### src/hw/rtl/lsa_pkg.sv
`timescale 1ns / 1ps
// ----------------------------------------------------------------------------
// lsa_pkg
// Shared types, codes and constants of the label slot allocator.
// ----------------------------------------------------------------------------
package lsa_pkg;

	localparam int REQ_W      = 2;
	localparam int LABEL_W    = 16;
	localparam int SLOT_W     = 6;
	localparam int STALE_W    = 16;
	localparam int FRAME_W    = 32;
	localparam int CFG_IDX_W  = 1;
	localparam int CFG_DATA_W = 16;
	localparam int ENTRY_W    = LABEL_W + SLOT_W + FRAME_W;

	localparam int DEF_MAX_SLOTS     = 32;
	localparam int DEF_TABLE_ENTRIES = 64;

	localparam logic [SLOT_W-1:0]  RST_MAX_SLOTS    = 6'd4;
	localparam logic [STALE_W-1:0] RST_STALE_FRAMES = 16'd5;

	typedef enum logic [REQ_W-1:0] {
		REQ_ASSIGN  = 2'd0,
		REQ_RELEASE = 2'd1,
		REQ_TICK    = 2'd2,
		REQ_NONE    = 2'd3
	} req_t;

	typedef enum logic [CFG_IDX_W-1:0] {
		CFG_MAX_SLOTS    = 1'b0,
		CFG_STALE_FRAMES = 1'b1
	} cfg_reg_t;

	// controller -> datapath
	typedef struct packed {
		logic load;
		logic tick;
		logic res_one;
		logic sweep_clr;
		logic rd_en;
		logic apply_kill;
		logic refresh;
		logic scan_init;
		logic scan_step;
		logic commit;
		logic out_load;
	} cmd_t;

	// datapath -> controller
	typedef struct packed {
		req_t req;
		logic ms_zero;
		logic addr_last;
		logic hit_inr;
		logic scan_done;
		logic out_free;
	} status_t;

endpackage

### src/hw/rtl/lsa_ram.sv
`timescale 1ns / 1ps
// ----------------------------------------------------------------------------
// lsa_ram
// Generic single-write, single-read RAM with registered read data.
// ----------------------------------------------------------------------------
module lsa_ram #(
	parameter int WIDTH = 8,
	parameter int DEPTH = 16
) (
	input  logic                     clk,
	input  logic                     we,
	input  logic [$clog2(DEPTH)-1:0] waddr,
	input  logic [WIDTH-1:0]         wdata,
	input  logic                     re,
	input  logic [$clog2(DEPTH)-1:0] raddr,
	output logic [WIDTH-1:0]         rdata
);

	logic [WIDTH-1:0] mem [DEPTH];

	always_ff @(posedge clk) begin
		if (we) begin
			mem[waddr] <= wdata;
		end
		if (re) begin
			rdata <= mem[raddr];
		end
	end

endmodule

### src/hw/rtl/lsa_ctrl.sv
`timescale 1ns / 1ps
// ----------------------------------------------------------------------------
// lsa_ctrl
// Request sequencer: dispatch, table sweep, slot scan, commit, result hand-off.
// ----------------------------------------------------------------------------
module lsa_ctrl (
	input  logic             clk,
	input  logic             arst_n,
	input  logic             in_valid,
	output logic             in_ready,
	input  lsa_pkg::status_t status,
	output lsa_pkg::cmd_t    cmd
);
	import lsa_pkg::*;

	typedef enum logic [7:0] {
		ST_IDLE     = 8'b0000_0001,
		ST_DISPATCH = 8'b0000_0010,
		ST_SWEEP    = 8'b0000_0100,
		ST_DRAIN    = 8'b0000_1000,
		ST_DECIDE   = 8'b0001_0000,
		ST_SCAN     = 8'b0010_0000,
		ST_COMMIT   = 8'b0100_0000,
		ST_FINISH   = 8'b1000_0000
	} state_t;

	state_t state_q, state_nxt;

	assign in_ready = (state_q == ST_IDLE);

	always_comb begin
		cmd       = '0;
		state_nxt = state_q;
		unique case (state_q)
			ST_IDLE: begin
				if (in_valid) begin
					cmd.load  = 1'b1;
					state_nxt = ST_DISPATCH;
				end
			end
			ST_DISPATCH: begin
				unique case (status.req)
					REQ_TICK: begin
						cmd.tick  = 1'b1;
						state_nxt = ST_FINISH;
					end
					REQ_ASSIGN: begin
						if (status.ms_zero) begin
							cmd.res_one = 1'b1;
							state_nxt   = ST_FINISH;
						end else begin
							cmd.sweep_clr = 1'b1;
							state_nxt     = ST_SWEEP;
						end
					end
					REQ_RELEASE: begin
						cmd.sweep_clr = 1'b1;
						state_nxt     = ST_SWEEP;
					end
					default: begin
						state_nxt = ST_FINISH;
					end
				endcase
			end
			ST_SWEEP: begin
				cmd.rd_en = 1'b1;
				if (status.addr_last) begin
					state_nxt = ST_DRAIN;
				end
			end
			ST_DRAIN: begin
				// last read word is folded in at this edge
				state_nxt = ST_DECIDE;
			end
			ST_DECIDE: begin
				if (status.req == REQ_RELEASE) begin
					cmd.apply_kill = 1'b1;
					state_nxt      = ST_FINISH;
				end else if (status.hit_inr) begin
					cmd.refresh = 1'b1;
					state_nxt   = ST_FINISH;
				end else begin
					cmd.apply_kill = 1'b1;
					cmd.scan_init  = 1'b1;
					state_nxt      = ST_SCAN;
				end
			end
			ST_SCAN: begin
				cmd.scan_step = 1'b1;
				if (status.scan_done) begin
					state_nxt = ST_COMMIT;
				end
			end
			ST_COMMIT: begin
				cmd.commit = 1'b1;
				state_nxt  = ST_FINISH;
			end
			ST_FINISH: begin
				if (status.out_free) begin
					cmd.out_load = 1'b1;
					state_nxt    = ST_IDLE;
				end
			end
			default: begin
				state_nxt = ST_IDLE;
			end
		endcase
	end

	always_ff @(posedge clk or negedge arst_n) begin
		if (!arst_n) begin
			state_q <= ST_IDLE;
		end else begin
			state_q <= state_nxt;
		end
	end

endmodule

### src/hw/rtl/lsa_dp.sv
`timescale 1ns / 1ps
// ----------------------------------------------------------------------------
// lsa_dp
// Entry table, valid bits, sweep evaluation, slot scan and result register.
// ----------------------------------------------------------------------------
module lsa_dp #(
	parameter int MAX_SLOTS     = lsa_pkg::DEF_MAX_SLOTS,
	parameter int TABLE_ENTRIES = lsa_pkg::DEF_TABLE_ENTRIES
) (
	input  logic                         clk,
	input  logic                         arst_n,
	input  lsa_pkg::cmd_t                cmd,
	output lsa_pkg::status_t             status,
	input  logic [lsa_pkg::REQ_W-1:0]    req_type,
	input  logic [lsa_pkg::LABEL_W-1:0]  label,
	input  logic [lsa_pkg::SLOT_W-1:0]   max_slots,
	input  logic [lsa_pkg::STALE_W-1:0]  stale_frames,
	output logic                         out_valid,
	input  logic                         out_ready,
	output logic [lsa_pkg::SLOT_W-1:0]   slot,
	output logic                         table_full
);
	import lsa_pkg::*;

	localparam int IDX_W  = $clog2(TABLE_ENTRIES);
	localparam int UIDX_W = $clog2(MAX_SLOTS + 1);
	localparam int SCAN_W = $clog2(MAX_SLOTS + 2);
	localparam logic [IDX_W-1:0]  LAST_IDX = IDX_W'(TABLE_ENTRIES - 1);
	localparam logic [SLOT_W-1:0] MS_CAP   = SLOT_W'(MAX_SLOTS);
	localparam logic [SLOT_W-1:0] SLOT_ONE = SLOT_W'(1);

	// request and persistent state
	req_t                     req_q;
	logic [LABEL_W-1:0]       label_q;
	logic [FRAME_W-1:0]       frame_q;
	logic [SLOT_W-1:0]        nf_q;
	logic [TABLE_ENTRIES-1:0] valid_q;

	// sweep results
	logic [TABLE_ENTRIES-1:0] kill_q;
	logic [MAX_SLOTS:0]       used_q;
	logic [IDX_W-1:0]         addr_q;
	logic                     rd_vld_s1;
	logic [IDX_W-1:0]         idx_s1;
	logic                     hit_q;
	logic                     hit_inr_q;
	logic [IDX_W-1:0]         hit_idx_q;
	logic [SLOT_W-1:0]        hit_slot_q;
	logic                     free_found_q;
	logic [IDX_W-1:0]         free_idx_q;

	// scan and result
	logic [SCAN_W-1:0]        scan_q;
	logic [SLOT_W-1:0]        pick_q;
	logic [SLOT_W-1:0]        res_slot_q;
	logic                     res_full_q;
	logic                     out_valid_q;
	logic [SLOT_W-1:0]        out_slot_q;
	logic                     out_full_q;

	logic [SLOT_W-1:0]  ms;
	logic [ENTRY_W-1:0] rd_data;
	logic [ENTRY_W-1:0] wr_data;
	logic [IDX_W-1:0]   wr_addr;
	logic               wr_en;

	assign ms = (max_slots > MS_CAP) ? MS_CAP : max_slots;

	assign wr_en   = cmd.refresh | (cmd.commit & free_found_q);
	assign wr_addr = cmd.refresh ? hit_idx_q : free_idx_q;
	assign wr_data = cmd.refresh ? {label_q, hit_slot_q, frame_q} : {label_q, pick_q, frame_q};

	lsa_ram #(
		.WIDTH (ENTRY_W),
		.DEPTH (TABLE_ENTRIES)
	) u_ram (
		.clk   (clk),
		.we    (wr_en),
		.waddr (wr_addr),
		.wdata (wr_data),
		.re    (cmd.rd_en),
		.raddr (addr_q),
		.rdata (rd_data)
	);

	// per-entry evaluation of the word returned by the RAM
	logic [LABEL_W-1:0] e_label;
	logic [SLOT_W-1:0]  e_slot;
	logic [FRAME_W-1:0] e_seen;
	logic [FRAME_W:0]   e_limit;
	logic e_valid, e_match, e_inr, e_stale, e_kill, e_used, e_free;

	assign e_label = rd_data[ENTRY_W-1 -: LABEL_W];
	assign e_slot  = rd_data[FRAME_W +: SLOT_W];
	assign e_seen  = rd_data[FRAME_W-1:0];
	assign e_limit = {1'b0, e_seen} + {{(FRAME_W + 1 - STALE_W){1'b0}}, stale_frames};
	assign e_valid = valid_q[idx_s1];
	assign e_match = e_valid && (e_label == label_q);
	assign e_inr   = (e_slot != '0) && (e_slot <= ms);
	assign e_stale = e_valid && ({1'b0, frame_q} > e_limit);
	assign e_kill  = (req_q == REQ_RELEASE) ? e_match : ((e_match && !e_inr) || e_stale);
	assign e_used  = e_valid && !e_kill && e_inr;
	assign e_free  = !e_valid || e_kill;

	// slot scan and round-robin fallback
	logic                scan_over, scan_free;
	logic [SLOT_W-1:0]   fb_pick;
	logic [SLOT_W:0]     fb_inc;
	logic [SLOT_W-1:0]   fb_next;

	assign scan_over = (SLOT_W + 1)'(scan_q) > {1'b0, ms};
	assign scan_free = !used_q[scan_q[UIDX_W-1:0]];
	assign fb_pick   = ((nf_q == '0) || (nf_q > ms)) ? SLOT_ONE : nf_q;
	assign fb_inc    = {1'b0, fb_pick} + 1'b1;
	assign fb_next   = (fb_inc > {1'b0, ms}) ? SLOT_ONE : fb_inc[SLOT_W-1:0];

	always_comb begin
		status           = '0;
		status.req       = req_q;
		status.ms_zero   = (ms == '0);
		status.addr_last = (addr_q == LAST_IDX);
		status.hit_inr   = hit_q && hit_inr_q;
		status.scan_done = scan_over || scan_free;
		status.out_free  = !out_valid_q || out_ready;
	end

	// sweep bookkeeping
	always_ff @(posedge clk or negedge arst_n) begin
		if (!arst_n) begin
			addr_q       <= '0;
			rd_vld_s1    <= 1'b0;
			idx_s1       <= '0;
			kill_q       <= '0;
			used_q       <= '0;
			hit_q        <= 1'b0;
			hit_inr_q    <= 1'b0;
			hit_idx_q    <= '0;
			hit_slot_q   <= '0;
			free_found_q <= 1'b0;
			free_idx_q   <= '0;
		end else begin
			rd_vld_s1 <= cmd.rd_en;
			idx_s1    <= addr_q;
			if (cmd.sweep_clr) begin
				addr_q       <= '0;
				kill_q       <= '0;
				used_q       <= '0;
				hit_q        <= 1'b0;
				free_found_q <= 1'b0;
			end else begin
				if (cmd.rd_en) begin
					addr_q <= addr_q + 1'b1;
				end
				if (rd_vld_s1) begin
					kill_q[idx_s1] <= e_kill;
					if (e_used) begin
						used_q[e_slot[UIDX_W-1:0]] <= 1'b1;
					end
					if (e_match && !hit_q) begin
						hit_q      <= 1'b1;
						hit_inr_q  <= e_inr;
						hit_idx_q  <= idx_s1;
						hit_slot_q <= e_slot;
					end
					if (e_free && !free_found_q) begin
						free_found_q <= 1'b1;
						free_idx_q   <= idx_s1;
					end
				end
			end
		end
	end

	// table state, frame counter, fallback pointer
	always_ff @(posedge clk or negedge arst_n) begin
		if (!arst_n) begin
			valid_q <= '0;
			frame_q <= '0;
			nf_q    <= SLOT_ONE;
		end else begin
			if (cmd.apply_kill) begin
				valid_q <= valid_q & ~kill_q;
			end else if (cmd.commit && free_found_q) begin
				valid_q[free_idx_q] <= 1'b1;
			end
			if (cmd.tick && (frame_q != '1)) begin
				frame_q <= frame_q + 1'b1;
			end
			if (cmd.scan_step && scan_over) begin
				nf_q <= fb_next;
			end
		end
	end

	// request, scan and result registers
	always_ff @(posedge clk or negedge arst_n) begin
		if (!arst_n) begin
			req_q       <= REQ_NONE;
			label_q     <= '0;
			scan_q      <= '0;
			pick_q      <= '0;
			res_slot_q  <= '0;
			res_full_q  <= 1'b0;
			out_valid_q <= 1'b0;
			out_slot_q  <= '0;
			out_full_q  <= 1'b0;
		end else begin
			if (cmd.load) begin
				req_q      <= req_t'(req_type);
				label_q    <= label;
				res_slot_q <= '0;
				res_full_q <= 1'b0;
			end
			if (cmd.res_one) begin
				res_slot_q <= SLOT_ONE;
			end
			if (cmd.refresh) begin
				res_slot_q <= hit_slot_q;
			end
			if (cmd.scan_init) begin
				scan_q <= SCAN_W'(1);
			end else if (cmd.scan_step) begin
				if (scan_over) begin
					pick_q <= fb_pick;
				end else if (scan_free) begin
					pick_q <= SLOT_W'(scan_q);
				end else begin
					scan_q <= scan_q + 1'b1;
				end
			end
			if (cmd.commit) begin
				res_slot_q <= pick_q;
				res_full_q <= !free_found_q;
			end
			if (cmd.out_load) begin
				out_valid_q <= 1'b1;
				out_slot_q  <= res_slot_q;
				out_full_q  <= res_full_q;
			end else if (out_valid_q && out_ready) begin
				out_valid_q <= 1'b0;
			end
		end
	end

	assign out_valid  = out_valid_q;
	assign slot       = out_slot_q;
	assign table_full = out_full_q;

	// a result never names a slot beyond the build limit
	a_slot_range: assert property (@(posedge clk) disable iff (!arst_n)
		out_valid_q |-> (out_slot_q <= MS_CAP))
		else $error("result slot out of range");

	// no free entry found means every entry is live at commit
	a_full_means_full: assert property (@(posedge clk) disable iff (!arst_n)
		(cmd.commit && !free_found_q) |-> (&valid_q))
		else $error("table_full with a free entry");

	// fallback pointer stays inside 1..MAX_SLOTS
	a_nf_range: assert property (@(posedge clk) disable iff (!arst_n)
		(nf_q != '0) && (nf_q <= MS_CAP))
		else $error("fallback pointer out of range");

	// a refresh only follows an in-range hit
	a_refresh_hit: assert property (@(posedge clk) disable iff (!arst_n)
		cmd.refresh |-> (hit_q && hit_inr_q && (req_q == REQ_ASSIGN)))
		else $error("refresh without in-range hit");

endmodule

### src/hw/rtl/label_slot_allocator_top.sv
`timescale 1ns / 1ps
// ----------------------------------------------------------------------------
// label_slot_allocator_top
// Maps tracker labels to output slots 1..min(max_slots, MAX_SLOTS) with staleness eviction.
// ----------------------------------------------------------------------------
// One request is worked at a time. A tick, an unknown request or an assign
// with max_slots of zero is answered without a table sweep. An assign with
// nonzero max_slots or a release sweeps the whole entry table through one RAM
// read port, one entry a cycle. A release or a refreshed label then finishes;
// an assign that allocates adds a scan of the used-slot map, one slot a cycle,
// and then a commit step. The input is taken again as soon as the result sits
// in the output register, even if that result has not been taken yet. Entry
// valid bits live in flip-flops and are cleared by reset at once; no clearing
// pass is needed.
// ----------------------------------------------------------------------------
module label_slot_allocator_top #(
	parameter int MAX_SLOTS     = lsa_pkg::DEF_MAX_SLOTS,
	parameter int TABLE_ENTRIES = lsa_pkg::DEF_TABLE_ENTRIES
) (
	input  logic                           clk,
	input  logic                           arst_n,
	// request channel
	input  logic                           in_valid,
	output logic                           in_ready,
	input  logic [lsa_pkg::REQ_W-1:0]      req_type,
	input  logic [lsa_pkg::LABEL_W-1:0]    label,
	// result channel
	output logic                           out_valid,
	input  logic                           out_ready,
	output logic [lsa_pkg::SLOT_W-1:0]     slot,
	output logic                           table_full,
	// configuration write channel
	input  logic                           cfg_valid,
	output logic                           cfg_ready,
	input  logic [lsa_pkg::CFG_IDX_W-1:0]  cfg_index,
	input  logic [lsa_pkg::CFG_DATA_W-1:0] cfg_data
);
	import lsa_pkg::*;

	logic [SLOT_W-1:0]  max_slots_q;
	logic [STALE_W-1:0] stale_frames_q;
	cmd_t               cmd;
	status_t            status;

	// Config writes are always taken; the user must send them only while the block is idle (not enforced).
	assign cfg_ready = 1'b1;

	always_ff @(posedge clk or negedge arst_n) begin
		if (!arst_n) begin
			max_slots_q    <= RST_MAX_SLOTS;
			stale_frames_q <= RST_STALE_FRAMES;
		end else if (cfg_valid) begin
			unique case (cfg_reg_t'(cfg_index))
				CFG_MAX_SLOTS:    max_slots_q    <= cfg_data[SLOT_W-1:0];
				CFG_STALE_FRAMES: stale_frames_q <= cfg_data[STALE_W-1:0];
				default: begin
				end
			endcase
		end
	end

	// Sequencer: owns the input handshake and steps the datapath.
	lsa_ctrl u_ctrl (
		.clk      (clk),
		.arst_n   (arst_n),
		.in_valid (in_valid),
		.in_ready (in_ready),
		.status   (status),
		.cmd      (cmd)
	);

	// Datapath: entry RAM, valid bits, sweep logic, slot scan, result register.
	lsa_dp #(
		.MAX_SLOTS     (MAX_SLOTS),
		.TABLE_ENTRIES (TABLE_ENTRIES)
	) u_dp (
		.clk          (clk),
		.arst_n       (arst_n),
		.cmd          (cmd),
		.status       (status),
		.req_type     (req_type),
		.label        (label),
		.max_slots    (max_slots_q),
		.stale_frames (stale_frames_q),
		.out_valid    (out_valid),
		.out_ready    (out_ready),
		.slot         (slot),
		.table_full   (table_full)
	);

endmodule

### config.mk
export PLATFORM = sky130hd
export DESIGN_NAME = label_slot_allocator_top
export DESIGN_NICKNAME = d
export VERILOG_FILES = /design/src/hw/rtl/lsa_pkg.sv /design/src/hw/rtl/lsa_ram.sv /design/src/hw/rtl/lsa_ctrl.sv /design/src/hw/rtl/lsa_dp.sv /design/src/hw/rtl/label_slot_allocator_top.sv
export SDC_FILE = /design/constraint.sdc
export NUM_CORES = 2
export LEC_CHECK = 0
export BUFFER_PORTS_ARGS = -buffer_cell sky130_fd_sc_hd__buf_2
export CAP_MARGIN = 20
export CORE_ASPECT_RATIO = 1.75
export CORE_MARGIN = 3
export CORE_UTILIZATION = 60
export CTS_CLUSTER_SIZE = 16
export DETAILED_ROUTE_END_ITERATION = 10
export PLACE_DENSITY = 0.76
export SLEW_MARGIN = 20
export SYNTH_ARGS = -nofsm -noshare
export SYNTH_HDL_FRONTEND = slang
export SYNTH_HIERARCHICAL = 1
export SYNTH_SLANG_ARGS = --single-unit
### constraint.sdc
create_clock -name clk -period 12.9 [get_ports clk]
set_input_delay 2.58 -clock clk [delete_from_list [all_inputs] [get_ports clk]]
set_output_delay 2.58 -clock clk [all_outputs]
set_load 0.1 [all_outputs]
==> impl_metrics.ini <==
[setup_path]
cp-end-kind = flop
cp_num_buf_inv = 0
worst_setup_path_start_kind = flop
cp.arrival_ns = 6.50
worst_ep_required_time_ns = 13.65
cpPeakStageDelay_ns = 0.55
cp_max_fo = 7
cp_cell_sequence = ha_1, fa_1, a211oi_1, o21bai_1, o311ai_0, a21oi_1, or2_2, nand4_1, xor2_1, ha_1, a21oi_1, nor2b_1, a2111oi_0, o221ai_1, a21o_1, a311oi_2, or3_1, mux2_4
rr_endpoint = u_dp/free_idx_q[2]$_DFFE_PN0P_
crit_family = compound AO/OA/AOI/OAI gates
critPathKind = flop to flop
r2r_cells = 18
ff2ff_setup_slack_ns = 7.14
cp_slowest_cell = a311oi_2
rr_startpoint = stale_frames_q[0]$_DFFE_PN1P_

[global_routing]
grt_start_max_net_pins = 124
grt.total_usage = 0.328
grt_overflow = 0
grt_pass1_vias = 79600
antenna_found_initial = 12
grt_pass1_wl_mm = 587

[clocking]
insertion_delay_ns = 0.88
clkSlewWorstSetupHoldPaths_ns = 0.07
cts_resized = 0
cts_tree = done
clockRootBuffer = clkbuf_16
cts_sinks = 3818
holdBufCountCts = 0
post_cts_buffers = 0
cts_buffers = 318
cts.path.max_buffers = 4
cts_max_level = 5

[timing]
fin_ws_ns = 7.14
fin_tns_setup_ns = 0
hold-worst-slack_ns = 0.485
max_freq_ghz = 0.174
slew_viol_final = 0
tightest_slew_ns = 1.22
relSlewSlack = 0.184
rsz0062_at_grt = false
period_needed_ns = 5.76
clock_skew_ns = 0.0562
finalHoldViolations = 0
setup_violations = 0
finalCritPeriodShare = 0.446

[final_layout]
layout-drive-gt1-share = 0.261
area_delta_synth_final_pct = 9.98
mostFrequentLayoutCells = 3510 x edfxtp_1, 952 x mux4_2, 330 x clkbuf_16, 268 x nand2_1, 252 x dfrtp_1
nets = 7407
final_common_cell = edfxtp_1

[detailed_routing]
drcViolationCount = 0
drtIter0Drc = 10700
ant_nets = 0
firstDrtPassIters = 8
totalWireLength_mm = 412
via_per_inst = 7.12
route.vias.total = 77000
wl_per_cell_um = 38.1

[run]
maxCapViolCount = 0

[logic_synthesis]
synth_largest_area_cell = edfxtp_1
synth_area_per_cell_um2 = 21.1
synth_top_area_share = 0.707
synth.area.top_cells = edfxtp_1 71%, mux4_2 14%, dfrtp_1 5.0%, mux2_2 0.82%, o22ai_1 0.73%
async_flop_share = 0.0807
synthXorXnorAreaFrac = 0.00528
postSynthCellCount = 7082
synth_flop_cell = edfxtp_1
syn_nets = 7199
synth_mux_area_frac = 0.159
ys_ff_latch = 3818
synth_area_um2 = 149000
ys_types = 80
synthSimpleGateAreaFrac = 0.0272
yosys.area_share.adder = 0.00651
synth_edf_count = 3510
yosys_warnings = 6
synth_top_family_by_area = multiplexers
synth_compound_gate_area_share = 0.0302
yosysSeqAreaShare = 0.758

[placement]
hpwl_mm = 229
post-place-ws_ns = 7.09
io_buffer_count = 48
place_congestion = 0.901

[floorplanning]
core_area_um2 = 247000
die_width_um = 383
initial_core_util = 0.605
die_y_um = 666
fp.dieArea_um2 = 255000
pin_count = 50
rows = 241

[status]
outcome = finished, final reports clean

[power_and_ir_drop]
p_int_mw = 20.9
total_power_mw = 27.9
switching_share = 0.252
power_frac_seq = 0.516
power_leakage_nw = 49.2
pwr-share-comb = 0.146
ir_worst_vdd_mv = 0.167
power_frac_clock = 0.338
power.net_switching_mw = 7.05
cellPowerDensity_nw_per_um2 = 170

[hold_path]
whs_path_depth = 2
hold_path_startpoint = u_dp/valid_q[61]$_DFFE_PN0P_
whs_endpoint = u_dp/valid_q[61]$_DFFE_PN0P_
min_path_type = flop to flop
[registers in the layout, summed over array words and instances, names as in the netlist, 8 cells and up]
signal,cells
u_dp/valid_q,64
u_dp/u_ram/rdata,54
u_dp/label_q,16
u_dp/frame_q,32
u_ctrl/state_q,8
u_dp/u_ram/mem,3456
u_dp/kill_q,64
u_dp/used_q,33
stale_frames_q,16
[metrics by stage]
step | cells | utilization | cell area, um2
6_report | 10800 | 0.665 | 164000
5_1_grt | 10800 | 0.665 | 164000
4_1_cts | 10800 | 0.665 | 164000
3_5_place_dp | 10200 | 0.625 | 154000
3_3_place_gp | 10200 | 0.625 | 154000
2_1_floorplan | 7082 | - | 149000
[worst max path at each step]
stage / start / end / depth (start not counted)
6_report: stale_frames_q[0]$_DFFE_PN1P_ / u_dp/free_idx_q[2]$_DFFE_PN0P_ / 18
5_1_grt: u_dp/u_ram/rdata[0]$_DFFE_PP_ / u_dp/free_idx_q[3]$_DFFE_PN0P_ / 18
4_1_cts: stale_frames_q[0]$_DFFE_PN1P_ / u_dp/free_idx_q[4]$_DFFE_PN0P_ / 18
3_5_place_dp: stale_frames_q[0]$_DFFE_PN1P_ / u_dp/free_idx_q[2]$_DFFE_PN0P_ / 18
3_3_place_gp: stale_frames_q[0]$_DFFE_PN1P_ / u_dp/free_idx_q[2]$_DFFE_PN0P_ / 18
2_1_floorplan: u_ctrl/state_q[1]$_DFFE_PN0P_ / u_dp/u_ram/mem[48][0]$_DFFE_PP_ / 10
[worst min-delay path: stages, from the launching register on]
cell	delay, ns
dfrtp_1	0.34
nand2_1	0.05
o31ai_1	0.05
[synthesized netlist by cell type, drive strengths merged, types with 12 or more instances]
master	count
a22o	57
and3	16
nor2b	23
nor2	241
a21oi	109
nor4	15
inv	32
o221ai	54
nand3b	12
o21ai	135
nor3	30
buf	220
mux2i	64
ha	76
xor2	57
and2	14
a21o	18
nand3	103
nand2b	33
a31oi	28
o22ai	175
o21a	12
o2bb2ai	31
xnor2	33
clkbuf	163
dfrtp	301
edfxtp	3510
mux4	952
nand2	271
nand4	32
mux2	132
[logic make-up after synthesis]
logic type | count (synthesis)
fa+ha+maj | 77
simple gates | 852
compound gates | 680
mux | 1148
xor+xnor | 90
buf+inv | 416
other cells | 1
flops | 3818
[final cells by class]
class                           count  area [um2]
Antenna cell                        4        10.0
Timing Repair Buffer              271        2080
Clock buffer                      404        8600
Multi-Input combinational cell   2848       34600
Clock inverter                    162        1320
Tap cell                         3280        4100
Fill cell                       15000       82600
Inverter                           33         128
Sequential cell                  3818      113000
[power groups by stage]
stage / Sequential, mW / Combinational (mW) / Clock [mW]
floorplan: 14.8 / 2.79 / 0
global placement: 14.7 / 3.97 / 0
detailed placement: 14.7 / 4.04 / 0
CTS: 14.4 / 4.08 / 9.55
global route: 14.4 / 4.32 / 9.97
finish: 14.4 / 4.08 / 9.44
[routing by layer]
layer	track usage	vias up	share of wire
met5	0	-	0.00017
li1	-	29800	-
met2	0.552	5791	0.51
met1	0.388	39800	0.30
met3	0.0682	1571	0.11
met4	0.204	10	0.079
Note: power is estimated with default switching activity, not from simulation.
